File: src/rtl/dfr_pkg.sv
// Package: DES round tables and helper functions.
package dfr_pkg;

   localparam int HalfWidth = 32;
   localparam int KeyWidth  = 24;
   localparam int ExpWidth  = 48;
   localparam int ReqWidth  = 112;
   localparam int RspWidth  = 64;

   typedef logic [HalfWidth-1:0] half_type;
   typedef logic [ExpWidth-1:0]  exp_type;

   typedef logic [5:0] e_pos_type [ExpWidth];
   typedef logic [4:0] p_pos_type [HalfWidth];
   typedef logic [3:0] sbox_type [8][64];

   // Table entries are 1-based positions counted from the MSB.
   localparam e_pos_type ETab = '{
      6'd32, 6'd1, 6'd2, 6'd3, 6'd4, 6'd5, 6'd4, 6'd5, 6'd6, 6'd7, 6'd8, 6'd9,
      6'd8, 6'd9, 6'd10, 6'd11, 6'd12, 6'd13, 6'd12, 6'd13, 6'd14, 6'd15, 6'd16, 6'd17,
      6'd16, 6'd17, 6'd18, 6'd19, 6'd20, 6'd21, 6'd20, 6'd21, 6'd22, 6'd23, 6'd24, 6'd25,
      6'd24, 6'd25, 6'd26, 6'd27, 6'd28, 6'd29, 6'd28, 6'd29, 6'd30, 6'd31, 6'd32, 6'd1
   };

   // Stored as (position - 1).
   localparam p_pos_type PTab = '{
      5'd15, 5'd6, 5'd19, 5'd20, 5'd28, 5'd11, 5'd27, 5'd16,
      5'd0, 5'd14, 5'd22, 5'd25, 5'd4, 5'd17, 5'd30, 5'd9,
      5'd1, 5'd7, 5'd23, 5'd13, 5'd31, 5'd26, 5'd2, 5'd8,
      5'd18, 5'd12, 5'd29, 5'd5, 5'd21, 5'd10, 5'd3, 5'd24
   };

   localparam sbox_type STab = '{
      '{4'd14, 4'd4, 4'd13, 4'd1, 4'd2, 4'd15, 4'd11, 4'd8, 4'd3, 4'd10, 4'd6, 4'd12, 4'd5, 4'd9, 4'd0, 4'd7,
        4'd0, 4'd15, 4'd7, 4'd4, 4'd14, 4'd2, 4'd13, 4'd1, 4'd10, 4'd6, 4'd12, 4'd11, 4'd9, 4'd5, 4'd3, 4'd8,
        4'd4, 4'd1, 4'd14, 4'd8, 4'd13, 4'd6, 4'd2, 4'd11, 4'd15, 4'd12, 4'd9, 4'd7, 4'd3, 4'd10, 4'd5, 4'd0,
        4'd15, 4'd12, 4'd8, 4'd2, 4'd4, 4'd9, 4'd1, 4'd7, 4'd5, 4'd11, 4'd3, 4'd14, 4'd10, 4'd0, 4'd6, 4'd13},
      '{4'd15, 4'd1, 4'd8, 4'd14, 4'd6, 4'd11, 4'd3, 4'd4, 4'd9, 4'd7, 4'd2, 4'd13, 4'd12, 4'd0, 4'd5, 4'd10,
        4'd3, 4'd13, 4'd4, 4'd7, 4'd15, 4'd2, 4'd8, 4'd14, 4'd12, 4'd0, 4'd1, 4'd10, 4'd6, 4'd9, 4'd11, 4'd5,
        4'd0, 4'd14, 4'd7, 4'd11, 4'd10, 4'd4, 4'd13, 4'd1, 4'd5, 4'd8, 4'd12, 4'd6, 4'd9, 4'd3, 4'd2, 4'd15,
        4'd13, 4'd8, 4'd10, 4'd1, 4'd3, 4'd15, 4'd4, 4'd2, 4'd11, 4'd6, 4'd7, 4'd12, 4'd0, 4'd5, 4'd14, 4'd9},
      '{4'd10, 4'd0, 4'd9, 4'd14, 4'd6, 4'd3, 4'd15, 4'd5, 4'd1, 4'd13, 4'd12, 4'd7, 4'd11, 4'd4, 4'd2, 4'd8,
        4'd13, 4'd7, 4'd0, 4'd9, 4'd3, 4'd4, 4'd6, 4'd10, 4'd2, 4'd8, 4'd5, 4'd14, 4'd12, 4'd11, 4'd15, 4'd1,
        4'd13, 4'd6, 4'd4, 4'd9, 4'd8, 4'd15, 4'd3, 4'd0, 4'd11, 4'd1, 4'd2, 4'd12, 4'd5, 4'd10, 4'd14, 4'd7,
        4'd1, 4'd10, 4'd13, 4'd0, 4'd6, 4'd9, 4'd8, 4'd7, 4'd4, 4'd15, 4'd14, 4'd3, 4'd11, 4'd5, 4'd2, 4'd12},
      '{4'd7, 4'd13, 4'd14, 4'd3, 4'd0, 4'd6, 4'd9, 4'd10, 4'd1, 4'd2, 4'd8, 4'd5, 4'd11, 4'd12, 4'd4, 4'd15,
        4'd13, 4'd8, 4'd11, 4'd5, 4'd6, 4'd15, 4'd0, 4'd3, 4'd4, 4'd7, 4'd2, 4'd12, 4'd1, 4'd10, 4'd14, 4'd9,
        4'd10, 4'd6, 4'd9, 4'd0, 4'd12, 4'd11, 4'd7, 4'd13, 4'd15, 4'd1, 4'd3, 4'd14, 4'd5, 4'd2, 4'd8, 4'd4,
        4'd3, 4'd15, 4'd0, 4'd6, 4'd10, 4'd1, 4'd13, 4'd8, 4'd9, 4'd4, 4'd5, 4'd11, 4'd12, 4'd7, 4'd2, 4'd14},
      '{4'd2, 4'd12, 4'd4, 4'd1, 4'd7, 4'd10, 4'd11, 4'd6, 4'd8, 4'd5, 4'd3, 4'd15, 4'd13, 4'd0, 4'd14, 4'd9,
        4'd14, 4'd11, 4'd2, 4'd12, 4'd4, 4'd7, 4'd13, 4'd1, 4'd5, 4'd0, 4'd15, 4'd10, 4'd3, 4'd9, 4'd8, 4'd6,
        4'd4, 4'd2, 4'd1, 4'd11, 4'd10, 4'd13, 4'd7, 4'd8, 4'd15, 4'd9, 4'd12, 4'd5, 4'd6, 4'd3, 4'd0, 4'd14,
        4'd11, 4'd8, 4'd12, 4'd7, 4'd1, 4'd14, 4'd2, 4'd13, 4'd6, 4'd15, 4'd0, 4'd9, 4'd10, 4'd4, 4'd5, 4'd3},
      '{4'd12, 4'd1, 4'd10, 4'd15, 4'd9, 4'd2, 4'd6, 4'd8, 4'd0, 4'd13, 4'd3, 4'd4, 4'd14, 4'd7, 4'd5, 4'd11,
        4'd10, 4'd15, 4'd4, 4'd2, 4'd7, 4'd12, 4'd9, 4'd5, 4'd6, 4'd1, 4'd13, 4'd14, 4'd0, 4'd11, 4'd3, 4'd8,
        4'd9, 4'd14, 4'd15, 4'd5, 4'd2, 4'd8, 4'd12, 4'd3, 4'd7, 4'd0, 4'd4, 4'd10, 4'd1, 4'd13, 4'd11, 4'd6,
        4'd4, 4'd3, 4'd2, 4'd12, 4'd9, 4'd5, 4'd15, 4'd10, 4'd11, 4'd14, 4'd1, 4'd7, 4'd6, 4'd0, 4'd8, 4'd13},
      '{4'd4, 4'd11, 4'd2, 4'd14, 4'd15, 4'd0, 4'd8, 4'd13, 4'd3, 4'd12, 4'd9, 4'd7, 4'd5, 4'd10, 4'd6, 4'd1,
        4'd13, 4'd0, 4'd11, 4'd7, 4'd4, 4'd9, 4'd1, 4'd10, 4'd14, 4'd3, 4'd5, 4'd12, 4'd2, 4'd15, 4'd8, 4'd6,
        4'd1, 4'd4, 4'd11, 4'd13, 4'd12, 4'd3, 4'd7, 4'd14, 4'd10, 4'd15, 4'd6, 4'd8, 4'd0, 4'd5, 4'd9, 4'd2,
        4'd6, 4'd11, 4'd13, 4'd8, 4'd1, 4'd4, 4'd10, 4'd7, 4'd9, 4'd5, 4'd0, 4'd15, 4'd14, 4'd2, 4'd3, 4'd12},
      '{4'd13, 4'd2, 4'd8, 4'd4, 4'd6, 4'd15, 4'd11, 4'd1, 4'd10, 4'd9, 4'd3, 4'd14, 4'd5, 4'd0, 4'd12, 4'd7,
        4'd1, 4'd15, 4'd13, 4'd8, 4'd10, 4'd3, 4'd7, 4'd4, 4'd12, 4'd5, 4'd6, 4'd11, 4'd0, 4'd14, 4'd9, 4'd2,
        4'd7, 4'd11, 4'd4, 4'd1, 4'd9, 4'd12, 4'd14, 4'd2, 4'd0, 4'd6, 4'd10, 4'd13, 4'd15, 4'd3, 4'd5, 4'd8,
        4'd2, 4'd1, 4'd14, 4'd7, 4'd4, 4'd10, 4'd8, 4'd13, 4'd15, 4'd12, 4'd9, 4'd0, 4'd3, 4'd5, 4'd6, 4'd11}
   };

   function automatic exp_type expand(input half_type r);
      exp_type e;
      for (int i = 0; i < ExpWidth; i++) begin
         e[ExpWidth-1-i] = r[5'(6'd32 - ETab[i])];
      end
      return e;
   endfunction

   function automatic half_type permute(input half_type v);
      half_type p;
      for (int i = 0; i < HalfWidth; i++) begin
         p[HalfWidth-1-i] = v[5'd31 - PTab[i]];
      end
      return p;
   endfunction

endpackage

File: src/rtl/dfr_sbox.sv
// S-box layer: eight 6-to-4 DES substitutions.
module dfr_sbox
   import dfr_pkg::*;
(
   input  exp_type  sbox_in,
   output half_type sbox_out
);

   always_comb begin
      logic [5:0] g;
      for (int i = 0; i < 8; i++) begin
         g = sbox_in[47-6*i -: 6];
         sbox_out[31-4*i -: 4] = STab[i][{g[5], g[0], g[4:1]}];
      end
   end

endmodule

File: src/rtl/dfr_round.sv
// Round datapath: expansion, key mix, substitution, permutation, left mix.
module dfr_round
   import dfr_pkg::*;
(
   input  half_type          right_in,
   input  half_type          left_in,
   input  logic [KeyWidth-1:0] key_high,
   input  logic [KeyWidth-1:0] key_low,
   output half_type          right_out,
   output half_type          left_out
);

   exp_type  mixed;
   half_type sbox_q;

   assign mixed = expand(right_in) ^ {key_high, key_low};

   dfr_sbox u_sbox (
      .sbox_in  (mixed),
      .sbox_out (sbox_q)
   );

   assign right_out = left_in ^ permute(sbox_q);
   assign left_out  = right_in;

endmodule

File: src/rtl/feistel_block_cipher_round.sv
// Top level: one registered DES Feistel round on stream channels.
//
// Input items arrive on req_ (tdata: right_in, left_in, key_high, key_low
// from bit 0 up). Results leave on rsp_ (tdata: right_out, left_out).
// The round is combinational between an input register and an output
// register; an item's result is valid once it has passed through both.
// Throughput is one item per cycle: both stages advance together whenever
// the stage ahead is empty or being drained, so the pipe flows
// back to back with a ready path that is one AND chain deep.
// When the receiver stalls, the output register holds its item and the
// input register can still take one more item; req_tready drops only when
// both stages are full.
// Reset clears both valid flags; no results are pending afterward.
// The block keeps no state between items.
module feistel_block_cipher_round
   import dfr_pkg::*;
(
   input  logic                clock,
   input  logic                reset,
   input  logic                req_tvalid,
   output logic                req_tready,
   // right_in[31:0], left_in[63:32], key_high[87:64], key_low[111:88]
   input  logic [ReqWidth-1:0] req_tdata,
   output logic                rsp_tvalid,
   input  logic                rsp_tready,
   // right_out[31:0], left_out[63:32]
   output logic [RspWidth-1:0] rsp_tdata
);

   logic                in_vld_ff, in_vld_in;
   logic [ReqWidth-1:0] in_data_ff;
   logic                out_vld_ff, out_vld_in;
   logic [RspWidth-1:0] out_data_ff;
   logic                out_adv, in_adv;
   half_type            right_q, left_q;

   assign out_adv    = in_vld_ff && (!out_vld_ff || rsp_tready);
   assign req_tready = !in_vld_ff || out_adv;
   assign in_adv     = req_tvalid && req_tready;

   assign in_vld_in  = in_adv || (in_vld_ff && !out_adv);
   assign out_vld_in = out_adv || (out_vld_ff && !rsp_tready);

   dfr_round u_round (
      .right_in  (in_data_ff[31:0]),
      .left_in   (in_data_ff[63:32]),
      .key_high  (in_data_ff[87:64]),
      .key_low   (in_data_ff[111:88]),
      .right_out (right_q),
      .left_out  (left_q)
   );

   always_ff @(posedge clock) begin
      if (reset) begin
         in_vld_ff  <= 1'b0;
         out_vld_ff <= 1'b0;
      end else begin
         in_vld_ff  <= in_vld_in;
         out_vld_ff <= out_vld_in;
      end
      if (in_adv) begin
         in_data_ff <= req_tdata;
      end
      if (out_adv) begin
         out_data_ff <= {left_q, right_q};
      end
   end

   assign rsp_tvalid = out_vld_ff;
   assign rsp_tdata  = out_data_ff;

   a_hold_stall: assert property (@(posedge clock) disable iff (reset)
      out_vld_ff && !rsp_tready |=> out_vld_ff && $stable(out_data_ff))
      else $error("result changed under stall");

   a_no_accept_full: assert property (@(posedge clock) disable iff (reset)
      in_vld_ff && out_vld_ff && !rsp_tready |-> !req_tready)
      else $error("accept while both stages full");

   a_left_pass: assert property (@(posedge clock) disable iff (reset)
      out_adv |=> out_data_ff[63:32] == $past(in_data_ff[31:0]))
      else $error("left_out mismatch");

endmodule
File: config.mk
export PLATFORM = sky130hd
export DESIGN_NAME = feistel_block_cipher_round
export DESIGN_NICKNAME = d
export VERILOG_FILES = /design/src/rtl/dfr_pkg.sv /design/src/rtl/dfr_sbox.sv /design/src/rtl/dfr_round.sv /design/src/rtl/feistel_block_cipher_round.sv
export SDC_FILE = /design/constraint.sdc
export NUM_CORES = 1
export LEC_CHECK = 0
export BUFFER_PORTS_ARGS = -buffer_cell sky130_fd_sc_hd__buf_2
export CORE_UTILIZATION = 35
export CTS_CLUSTER_DIAMETER = 30
export DETAILED_ROUTE_END_ITERATION = 8
export GPL_TIMING_DRIVEN = 1
export HOLD_SLACK_MARGIN = 0.02
export SYNTH_ARGS = -nofsm -noshare
export SYNTH_HDL_FRONTEND = slang
export SYNTH_HIERARCHICAL = 1
export SYNTH_SLANG_ARGS = --single-unit
File: constraint.sdc
create_clock -name clock -period 3.9 [get_ports clock]
set_input_delay 0.585 -clock clock [delete_from_list [all_inputs] [get_ports clock]]
set_output_delay 0.585 -clock clock [all_outputs]
set_load 0.005 [all_outputs]
-- Word level (Yosys, flattened, before mapping)
Memories as Yosys holds them, arrays and structs flattened.
Index checks and enable logic that the tools add are counted.
W data, S select, Z words.
- register bits after elaboration: 178
- memory bits (read-only): 2048
- RAM bits: 0
- bits of input ports: 116
- logic and storage cells: 58
- memories: 8
- bits in latches: 0
- output and inout bits: 66
- divide/modulo/power cells: 0
- magnitude comparators: 8
- equality and inequality tests: 0
- multipliers: 0
- reduce and logical (&&, ||, !) cells: 12
- add/sub/neg operators: 0
- multiplexer cells: 16
- shift operators: 0
- bitwise logic cells: 10
- memories (memory ; depth ; width ; read ports ; clocked after Yosys merged registers in ; wr ports ; RTL line ; RTL):
    (name not given) ; 64 ; 4 ; 1 ; 0 ; 0 ; dfr_sbox.sv:13 ; sbox_out[31-4*i -: 4] = STab[i][{g[5], g[0], g[4:1]}];
    (name not given) ; 64 ; 4 ; 1 ; 0 ; 0 ; dfr_sbox.sv:13 ;
    (name not given) ; 64 ; 4 ; 1 ; 0 ; 0 ; dfr_sbox.sv:13 ;
    (name not given) ; 64 ; 4 ; 1 ; 0 ; 0 ; dfr_sbox.sv:13 ;
    (name not given) ; 64 ; 4 ; 1 ; 0 ; 0 ; dfr_sbox.sv:13 ;
    (name not given) ; 64 ; 4 ; 1 ; 0 ; 0 ; dfr_sbox.sv:13 ;
    2 more memories ; -- ; -- ; -- ; -- ; -- ; -- ;
- operators with widths (kind ; number):
    $mux W4 ; 16
    $ge A7 B7 Y1 const B ; 8
    $not A6 Y7 ; 8
    $xor A48 B48 Y48 ; 1
    $xor A32 B32 Y32 ; 1
    $logic_and A1 B1 Y1 ; 4
    $logic_not A1 Y1 ; 4
    $logic_or A1 B1 Y1 ; 4

-- Logic depth before layout (Yosys ltp)
Gate-level depths: netlist of run 1.
- depth in word-level cells: 6
- mapped depth: 11
- mapped depth without buffers: 9

-- By module
Netlist of run 1, hierarchy kept.
- modules (own cells, without submodules) (module ; instances ; area each (um^2) ; cells each ; sequential area each (um^2)):
    feistel_block_cipher_round ; 1 ; 5388.9 ; 186 ; 5325.1
    dfr_sbox ; 1 ; 4699.5 ; 700 ; 0.0
    dfr_round ; 1 ; 940.9 ; 112 ; 0.0

-- Least setup slack after synthesis of run 1
OpenSTA, ideal clock, no wires.
- kind: flip-flop to flip-flop
- start point: register in_data_ff[28]
- end point: register out_data_ff[1] (netlist: rsp_tdata[1]) (data pin)
- clock period less this slack: 2900 ps
- required time: 3643 ps
- setup slack: 1000 ps
- arrival time: 2643 ps
- library setup time: 257 ps
- stages on the path, launching flop included: 12
- cells stage by stage: edfxtp_1 > xor2_1 > buf_2 > inv_1 > ha_1 > buf_2 > nor2_1 > a211oi_1 > a21oi_1 > nor3b_1 > or4_1 > xor2_1
- longest elaborated chain between the ends: 6
- RTL lines (what ; RTL line ; RTL):
    start, declared ; feistel_block_cipher_round.sv:31 ; logic [ReqWidth-1:0] in_data_ff;
    start signal, assigned ; feistel_block_cipher_round.sv:62 ; in_data_ff <= req_tdata;
    $xor A48 B48 Y48 ; dfr_round.sv:16 ; assign mixed = expand(right_in) ^ {key_high, key_low};
    via u_round.mixed[43] ; dfr_round.sv:13 ; exp_type mixed;
    $not A6 Y7 (not written as such) ; dfr_sbox.sv:13 ;
    $mem_v2 Z64 W4 ; -- ;
    $mux W4 (not written as such) (2 in a row) ; dfr_sbox.sv:13 ;
    via u_round.sbox_q[28] ; dfr_round.sv:14 ; half_type sbox_q;
    $xor A32 B32 Y32 ; dfr_round.sv:23 ; assign right_out = left_in ^ permute(sbox_q);
    via right_q[1] ; feistel_block_cipher_round.sv:35 ; half_type right_q, left_q;
    end signal, assigned ; feistel_block_cipher_round.sv:65 ; out_data_ff <= {left_q, right_q};
    end, declared ; feistel_block_cipher_round.sv:33 ; logic [RspWidth-1:0] out_data_ff;
The timed path passes the listed nets, and every way through them passes these cells. The select of a mux whose other input is x is not followed.
A chain may end at the register's enable or synchronous reset.

-- Worst setup path in the final report of run 1
- start point: register in_data_ff[5]
- end point: register out_data_ff[0] (netlist: rsp_tdata[0]) (data pin)
The elaborated chain is that of the path after synthesis.

==> results.py, run 1 <==
metrics = {
    "status": {
        "status": "complete, but fails checks",
        "violations": "DRC",
    },
    "timing": {
        "rsz0062_at_grt": "no",
        "max_freq_ghz": 0.326,
        "slew_viol_final": 0,
        "whs_ns": 0.311,
        "fin_crit_ns": 3.07,
        "fin_skew_ns": 0.0116,
        "final.setup.tns_ns": 0,
        "period_share_pct": 78.6,
        "finalHoldViolCount": 0,
        "relSlewSlack_pct": 28.8,
        "setup_violations": 0,
        "tightest_slew_ns": 1.06,
    },
    "worst_hold_path": {
        "whs_path_depth": 1,
        "hold_path_class": "in2reg",
    },
    "pwr": {
        "p_comb_share_pct": 27.1,
        "finalPower_mw": 5.49,
        "seqPwrFrac_pct": 42.5,
        "clockPowerShare_pct": 30.5,
        "p_leak_nw": 5.05,
        "power.internal_mw": 3.81,
        "p_sw_mw": 1.69,
        "p_sw_share_pct": 30.7,
        "ir_drop_uv": 296,
        "powerDensity_mw_per_mm2": 431,
    },
    "routing": {
        "drc": 8,
        "wire_per_inst_um": 15.2,
        "vias": 7746,
        "drt_pass1_iterations": 8,
        "drt-initial-drc-count": 452,
        "antenna_left": 0,
        "wl_mm": 23.4,
        "vias_per_cell": 5.03,
    },
    "cts": {
        "postCtsHoldBufs": 0,
        "cts_resized": 0,
        "clock_path_buffers": 2,
        "cts_root_buffer": "clkbuf_16",
        "cts_made_buffers": 17,
        "cts_setup_buffers": 0,
        "clk_latency_ns": 0.44,
        "path_clk_slew_ns": 0.08,
        "h-tree-depth": 4,
        "cts_tree": "yes",
        "cts.sinks": 178,
    },
    "grt": {
        "antenna_found_initial": 1,
        "grt_first_pass_wirelength_mm": 37.7,
        "grt_pass1_vias": 7305,
        "gr-total-overflow": 0,
        "grtUsageTotal_pct": 14.6,
        "grt_max_degree": 65,
    },
    "critical_path": {
        "crit_required_ns": 4.09,
        "startpoint_type": "flop",
        "critPathKind": "reg2reg",
        "rr_worst_depth": 8,
        "cp.arrival_ns": 3.26,
        "path_max_fanout": 10,
        "end_kind": "flop",
    },
    "final_layout": {
        "drive_gt1_share_pct": 24.7,
        "layout_commonest_cell": "buf_2",
        "final.fill_count": 2883,
        "area_delta_synth_final_pct": 15.6,
        "nets": 1310,
        "layout_common_cells": "buf_2 (181), edfxtp_1 (176), xor2_1 (85)",
        "antennaDiodeCount": 0,
    },
    "floorplan": {
        "num_rows": 64,
        "die_x_um": 180,
        "io_pins": 182,
        "core_area_mm2": 0.0308,
        "fp.dieH_um": 180,
        "start_util_pct": 35.8,
        "fp.dieArea_mm2": 0.0322,
    },
    "placed_design": {
        "port-buffer-count": 181,
        "finalWeightedCongestion": 0.856,
        "dp_hpwl_mm": 16.1,
    },
    "logic_synthesis": {
        "synth_nets": 1177,
        "yosysTopAreaCellShare_pct": 47.9,
        "yosys-top-cells-area": "edfxtp_1 (48%), xor2_1 (7.2%), ha_1 (7.1%)",
        "syn_inst": 998,
        "synth_edf_count": 176,
        "ys_seq_area_share_pct": 48.3,
        "synth_largest_area_cell": "edfxtp_1",
        "async_flop_share_pct": 0,
        "synth.avg_cell_area_um2": 11.1,
        "synthDistinctLibCells": 71,
        "ys_seq_elements": 178,
        "synthesis.area_mm2": 0.0110,
        "yosys_warnings": 6,
        "ys.flop_type": "edfxtp_1",
    },
    "job": {
        "drv_cap": 0,
    },
}
-- worst paths after layout --
| check | from | endpoint | slack, ns |
|---|---|---|---|
| setup / recovery | in_data_ff[5] | rsp_tdata[0] | 0.83 |
| hold / removal | req_tdata[101] | in_data_ff[101] | 0.31 |
| setup reg to reg | in_data_ff[5] | rsp_tdata[0] | 0.83 |
| hold reg to reg | in_data_ff[25] | rsp_tdata[57] | 0.47 |
-- registers in the layout, summed over array words and instances, names as in the netlist --
register / flops
rsp_tdata: 64
in_data_ff: 112
in_vld_ff: 1
rsp_tvalid: 1
-- worst max-delay path: stages (launching register included) --
cell,delay (ns)
edfxtp_1,0.40
xor2_1,0.61
inv_1,0.23
ha_1,0.41
nand2b_1,0.25
o21ai_0,0.14
mux2i_1,0.13
mux4_2,0.48
xor2_1,0.17
-- synthesized netlist by cell type (7+ instances only) --
library cell	instances
o311ai_0	7
edfxtp_1	176
a21o_1	7
nand2_1	63
o21ai_0	66
a211oi_1	32
nor2b_1	19
xor2_1	91
nor2_1	55
nand3_1	9
xnor2_1	8
a31oi_1	14
buf_4	36
ha_1	63
a21oi_1	62
nand2b_1	12
o211ai_1	19
mux2i_1	23
inv_1	34
buf_2	35
clkbuf_1	30
nor3_1	19
mux4_2	13
-- area by class of cell --
type / instances / area, um^2 / area share (%)
inverter: 35 / 131 / 1.03
tap: 396 / 495 / 3.89
clock buffer: 18 / 429 / 3.37
clock inverter: 14 / 126 / 0.991
multi-input combinational: 676 / 5010 / 39.3
sequential: 178 / 5330 / 41.8
timing repair buffer: 223 / 1230 / 9.67
-- stage by stage --
step | utilization, % | setup slack, ns | cell area [um^2] | cells
2_1_floorplan | - | 1.00 | 11000 | 998
3_3_place_gp | 39.6 | 0.970 | 12200 | 1508
3_5_place_dp | 39.6 | 0.862 | 12200 | 1508
4_1_cts | 41.4 | 0.878 | 12800 | 1540
5_1_grt | 41.4 | 0.582 | 12800 | 1540
6_report | 41.4 | 0.833 | 12800 | 1540
-- cell families (layout without fill, tap and decap cells) --
| group | after synthesis | count (layout) | share of synthesized area (%) |
|---|---|---|---|
| muxes | 39 | 39 | 5.05 |
| buffers and inverters | 144 | 290 | 6.70 |
| and+or+nand+nor | 205 | 205 | 8.96 |
| xor gates and xnor gates | 99 | 99 | 7.86 |
| AOI/OAI and AO/OA | 269 | 269 | 15.9 |
| adders and majority gates | 64 | 64 | 7.24 |
| DFF | 178 | 178 | 48.3 |
-- layer usage --
layer,GRT usage [%],share of wire [%],vias up
met3,3.71,4.9,19
met5,0,0.043,-
li1,-,-,3892
met1,18.6,45,3625
met4,4.28,1.3,2
met2,24.6,49,208
-- power by group through the flow --
stage / clock (mW) / sequential (mW) / combinational [mW]
after floorplan: 0 / 2.37 / 1.13
after global routing: 1.80 / 2.35 / 1.67
after detailed placement: 0 / 2.38 / 1.48
after global placement: 0 / 2.38 / 1.47
after CTS: 1.74 / 2.34 / 1.49
final: 1.67 / 2.33 / 1.49
Note: power is estimated with default switching activity, not from simulation.
==> run 2, diff against run 1 <==
- clock period: 3.9 -> 3 ns (I/O delays scaled with it)
==> results.py, run 2 (synthesis results as in run 1) <==
metrics = {
    "status": {
        "status": "complete, but fails checks",
        "violations": "DRC",
    },
    "grt": {
        "grt_first_pass_wirelength_mm": 38.4,
        "grt_pass1_vias": 7409,
        "antenna_found_initial": 3,
        "gr-total-overflow": 0,
        "grtUsageTotal_pct": 15.0,
        "grt_max_degree": 43,
    },
    "floorplan": {
        "start_util_pct": 35.8,
        "num_rows": 64,
        "fp.dieH_um": 180,
        "fp.dieArea_mm2": 0.0322,
        "io_pins": 182,
        "core_area_mm2": 0.0308,
        "die_x_um": 180,
    },
    "cts": {
        "clock_path_buffers": 2,
        "path_clk_slew_ns": 0.07,
        "cts_root_buffer": "clkbuf_16",
        "cts_setup_buffers": 0,
        "clk_latency_ns": 0.45,
        "cts.sinks": 178,
        "cts_tree": "yes",
        "cts_resized": 0,
        "h-tree-depth": 4,
        "cts_made_buffers": 17,
        "postCtsHoldBufs": 0,
    },
    "critical_path": {
        "startpoint_type": "flop",
        "end_kind": "flop",
        "cp.arrival_ns": 2.84,
        "critPathKind": "reg2reg",
        "crit_required_ns": 3.19,
        "path_max_fanout": 6,
    },
    "final_layout": {
        "final_cells": 1554,
        "nets": 1323,
        "layout_common_cells": "buf_2 (181), edfxtp_1 (176), xor2_1 (85)",
        "largest_reg_flops": 112,
        "largest_register": "in_data_ff",
        "area_delta_synth_final_pct": 17.0,
        "drive_gt1_share_pct": 25.5,
        "layout_commonest_cell": "buf_2",
    },
    "pwr": {
        "powerDensity_mw_per_mm2": 563,
        "p_leak_nw": 5.13,
        "ir_drop_uv": 403,
    },
    "timing": {
        "fin_skew_ns": 0.0103,
        "setup_violations": 0,
        "final.setup.tns_ns": 0,
        "relSlewSlack_pct": 40.2,
        "slew_viol_final": 0,
        "rsz0062_at_grt": "no",
        "period_share_pct": 88.0,
        "max_freq_ghz": 0.379,
        "finalHoldViolCount": 0,
        "fin_crit_ns": 2.64,
        "tightest_slew_ns": 0.893,
    },
    "routing": {
        "drt_pass1_iterations": 7,
        "drt-initial-drc-count": 536,
        "vias_per_cell": 5.05,
        "antenna_left": 0,
        "wl_met1_mm": 10.6,
        "dr_wl_met3_mm": 1.19,
        "drc": 7,
        "wl_mm": 24.0,
        "wire_per_inst_um": 15.4,
        "wl_met2_mm": 11.9,
        "vias": 7840,
        "top_layer_used": "met5",
    },
    "placed_design": {
        "port-buffer-count": 181,
        "finalWeightedCongestion": 0.880,
        "placed_cells": 1521,
        "dp_hpwl_mm": 16.8,
    },
    "job": {
        "drv_cap": 0,
    },
    "worst_hold_path": {
        "hold_path_class": "in2reg",
    },
}
## run 2: cell types whose count changed in the layout (fill, tap and decap cells not counted), sizes merged
cell	previous run	this run
diode	0	1
bufinv	1	2
buf	223	236
clkbuf	18	19
clkinv	6	4
## run 2: area by class of cell
type	instances	area [um^2]
antenna	1	2.50
clock buffer	19	433
clock inverter	13	150
fill	2945	17900
inverter	35	131
multi-input combinational	676	5010
sequential	178	5330
tap	396	495
timing repair buffer	236	1360
## run 2: stage by stage
| stage | cell area [um^2] | total power [mW] | hold slack (ns) | util, % | setup slack (ns) |
|---|---|---|---|---|---|
| final | 12900 | 7.27 | 0.173 | 41.9 | 0.359 |
| after global routing | 12900 | 7.70 | 0.141 | 41.9 | 0.191 |
| after CTS | 12900 | 7.37 | 0.148 | 41.9 | 0.381 |
| after detailed placement | 12300 | 5.06 | 0.457 | 40.0 | 0.402 |
| after global placement | 12300 | 5.02 | 0.451 | 40.0 | 0.482 |
| after floorplan | 11000 | 4.55 | 0.462 | - | 0.100 |
## run 2: layer usage
layer | vias up | GRT usage (%)
met5 | - | 0
li1 | 3931 | -
met3 | 21 | 4.09
met1 | 3700 | 18.8
met2 | 184 | 25.4
met4 | 4 | 4.31
## run 2: report_power, final
part	total (mW)	leakage (nW)	internal (mW)	switching, mW
Clock	2.27	0.275	1.24	1.02
Combinational	1.96	3.15	0.861	1.10
Sequential	3.04	1.71	2.96	0.0727
Total	7.27	5.13	5.07	2.20
## run 2: critical path, stage by stage, from the launching register on
cell      delay [ns]
edfxtp_1        0.45
xor2_1          0.20
inv_1           0.16
ha_1            0.41
nand2b_1        0.26
o21ai_0         0.14
mux2i_1         0.14
mux4_2          0.48
xor2_1          0.17
## run 2: final timing paths
kind	depth (start not counted)	start	slack (ns)	end
max	8	in_data_ff[4]	0.36	rsp_tdata[0]
min	1	req_tdata[9]	0.17	in_data_ff[9]
max reg2reg	8	in_data_ff[4]	0.36	rsp_tdata[0]
min reg2reg	0	in_data_ff[18]	0.47	rsp_tdata[50]
